`config.mk`:
```
export PLATFORM = sky130hd
export DESIGN_NAME = dplru_ram
export DESIGN_NICKNAME = d
export VERILOG_FILES = /design/src/dplru_ram.sv
export SDC_FILE = /design/constraint.sdc
export NUM_CORES = 1
export LEC_CHECK = 0
export ABC_AREA = 1
export BUFFER_PORTS_ARGS = -buffer_cell sky130_fd_sc_hd__buf_2
export CAP_MARGIN = 20
export CELL_PAD_IN_SITES_DETAIL_PLACEMENT = 1
export CELL_PAD_IN_SITES_GLOBAL_PLACEMENT = 1
export CORE_MARGIN = 2
export CORE_UTILIZATION = 42
export CTS_BUF_LIST = sky130_fd_sc_hd__clkbuf_2 sky130_fd_sc_hd__clkbuf_4 sky130_fd_sc_hd__clkbuf_8
export DETAILED_ROUTE_END_ITERATION = 16
export PLACE_DENSITY_LB_ADDON = 0.2
export REMOVE_ABC_BUFFERS = 1
export SYNTH_ARGS = -nofsm -noshare
export SYNTH_HDL_FRONTEND = slang
export SYNTH_SLANG_ARGS = --single-unit
```
`constraint.sdc`:
```
create_clock -name clk_i -period 2.52 [get_ports clk_i]
set_clock_uncertainty 0.15 [all_clocks]
set_input_delay 0.252 -clock clk_i [delete_from_list [all_inputs] [get_ports clk_i]]
set_output_delay 0.252 -clock clk_i [all_outputs]
set_load 0.02 [all_outputs]
```
`src/dplru_ram.sv`:
```
// Generic simple dual-port RAM with one write port and a registered read port.
module dplru_ram #(
  parameter int unsigned WIDTH = 8,
  parameter int unsigned DEPTH = 16,
  localparam int unsigned AW   = (DEPTH > 1) ? $clog2(DEPTH) : 1
) (
  input  logic             clk_i,
  input  logic             we_i,
  input  logic [AW-1:0]    waddr_i,
  input  logic [WIDTH-1:0] wdata_i,
  input  logic             re_i,
  input  logic [AW-1:0]    raddr_i,
  output logic [WIDTH-1:0] rdata_o
);

  logic [WIDTH-1:0] mem [DEPTH];
  logic [WIDTH-1:0] rdata_q;

  always_ff @(posedge clk_i) begin
    if (we_i) begin
      mem[waddr_i] <= wdata_i;
    end
    if (re_i) begin
      rdata_q <= mem[raddr_i];
    end
  end

  assign rdata_o = rdata_q;

endmodule
```
==> flow_metrics.env <==
export IMPL_start_util_pct=42.6
export IMPL_vias=3799
export IMPL_setup_tns_ps=0
export IMPL_syn_area_mm2=0.00585
export IMPL_rsz0062_at_grt="no"
export IMPL_r2r_slack_ps=1210
export IMPL_p_sw_share_pct=23.6
export IMPL_fin_crit_ps=1440
export IMPL_synth_seq_area_share_pct=69.8
export IMPL_grt_pass1_wl_um=22500
export IMPL_io_buffers=26
export IMPL_yosys_warnings=0
export IMPL_worstPathMaxFanout=1
export IMPL_path_cells="buf_2"
export IMPL_period_share_pct=57.0
export IMPL_post_cts_setup_buffers=0
export IMPL_end_kind="output port"
export IMPL_worstSetupPathType="reg -> out"
export IMPL_antennaDiodeCount=0
export IMPL_crit_family="flip-flops"
export IMPL_whs_ps=84.1
export IMPL_drt_pass1_iter_count=4
export IMPL_crit_buf_inv=1
export IMPL_io_pins=27
export IMPL_pre_cts_slack_ps=623
export IMPL_ys_types=11
export IMPL_grt_usage_pct=21.1
export IMPL_drv_cap=0
export IMPL_setup_viol=0
export IMPL_synth_avg_cell_area_um2=10.6
export IMPL_cts_root_buffer="clkbuf_8"
export IMPL_hpwl_um=9190
export IMPL_synth_top_area_share_pct=69.8
export IMPL_htreeDepth=4
export IMPL_antenna_found_initial=0
export IMPL_wirelength_um=14300
export IMPL_cts_tree="yes"
export IMPL_placedCellCount=739
export IMPL_synthTopCellsByArea="edfxtp_1 (70%), nand2_1 (11%), nand3_1 (8.3%)"
export IMPL_insertion_delay_ps=450
export IMPL_hold_viol=0
export IMPL_internal_power_mw=3.31
export IMPL_final_layout_size_suffix_gt1_share_pct=9.66
export IMPL_hp_class="in -> reg"
export IMPL_drt_iter0_markers=215
export IMPL_syn_inst=551
export IMPL_dieArea_mm2=0.0149
export IMPL_drc=0
export IMPL_p_sw_mw=1.02
export IMPL_worstPathArrival_ps=1030
export IMPL_cp_required_ps=2120
export IMPL_setup_ws_ps=1080
export IMPL_area_growth_pct=9.74
export IMPL_fin_nets=598
export IMPL_fin_util_pct=46.8
export IMPL_vdd_drop_max_v=0.000335
export IMPL_die_w_um=122
export IMPL_grt_pass1_vias=3945
export IMPL_p_clk_share_pct=33.5
export IMPL_final_cells=770
export IMPL_power_frac_comb_pct=7.4
export IMPL_worst_slew_pin_slew_ps=915
export IMPL_p_leak_nw=2.73
export IMPL_cts_resized=0
export IMPL_gp_congestion=0.799
export IMPL_grt_max_degree=65
export IMPL_drv_slew=0
export IMPL_row_count=43
export IMPL_fmax_ghz=0.697
export IMPL_critPathLaunchType="flip-flop"
export IMPL_clock_sinks=136
export IMPL_p_per_area_mw_per_mm2=676
export IMPL_crit_slowest_cell="edfxtp_1"
export IMPL_cts_buffer_depth=2
export IMPL_slew_headroom_pct=38.8
export IMPL_hold_buffers=1
export IMPL_status="finished, final reports clean"
export IMPL_die_h_um=122
export IMPL_coreArea_mm2=0.0137
export IMPL_yosysTopAreaCell="edfxtp_1"
export IMPL_cpPeakStageDelay_ps=410
export IMPL_clk_pin_slew_ps=70
export IMPL_seqPwrFrac_pct=59.0
export IMPL_ys_ff_latch=136
export IMPL_grt_overflow_total=0
export IMPL_wl_per_cell_um=18.6
export IMPL_numCtsBuffers=17
export IMPL_antenna_left=0
export IMPL_vias_per_cell=4.93
area by class of cell:
type | instances | area, um^2
Fill cell | 1546 | 7300
Sequential cell | 136 | 4080
Multi-Input combinational cell | 289 | 1210
Inverter | 102 | 383
Clock buffer | 21 | 264
Tap cell | 180 | 225
Timing Repair Buffer | 33 | 210
Clock inverter | 9 | 36.3
cells in the final DEF, fill, tap and decap left out, drive strengths merged:
master | synthesis | layout
nor2 | 17 | 17
dlygate4sd3 | 0 | 1
edfxtp | 136 | 136
nand2 | 173 | 173
clkinv | 0 | 9
inv | 102 | 102
nand3b | 2 | 2
buf | 24 | 32
clkbuf | 0 | 21
nand3 | 97 | 97
cells in the mapped netlist, drive strengths merged:
cell type	count
nand2	173
edfxtp	136
inv	102
nand3	97
buf	24
nor2	17
nand3b	2
flip-flops by register name (all words and copies together) (netlist names):
register,cells
rdata_o,8
mem,128
worst register-to-register path, stage by stage (launching register included):
cell	delay, ps
edfxtp_1	380
inv_1	60
nand2_1	50
nand3_1	120
nand3_1	120
nand3_1	100
nand2_1	80
cells by family after synthesis:
logic type,Yosys count,synth area share [%]
and+or+nand+nor,289,20.8
DFF,136,69.8
buffers and inverters,126,9.39
metal layers:
metal | routed length [um] | track usage, %
met5 | 0 | 0
met4 | 253 | 6.97
met3 | 458 | 4.96
met2 | 7240 | 35.5
met1 | 6380 | 27.1
final timing paths:
check                           cells after the start        from         end
worst min register to register                      6  mem[15][6]  rdata_o[6]
worst min-delay path                                1  wdata_i[2]   mem[4][2]
worst max-delay path                                1  rdata_o[6]  rdata_o[6]
worst max register to register                      6   mem[8][7]  rdata_o[7]
power groups by stage:
stage | registers [mW] | logic, mW | clock network, mW
2_1_floorplan | 2.62 | 0.137 | 0
3_3_place_gp | 2.61 | 0.320 | 0
3_5_place_dp | 2.61 | 0.325 | 0
4_1_cts | 2.56 | 0.328 | 1.48
5_1_grt | 2.56 | 0.360 | 1.58
6_report | 2.56 | 0.322 | 1.46
stage by stage:
step                      power (mW)  area, um^2
after detailed placement        2.94        6110
after CTS                       4.37        6420
after floorplan                 2.76        5680
after global placement          2.93        6110
final                           4.34        6420
after global routing            4.51        6420
(Power assumes the default switching activity.)
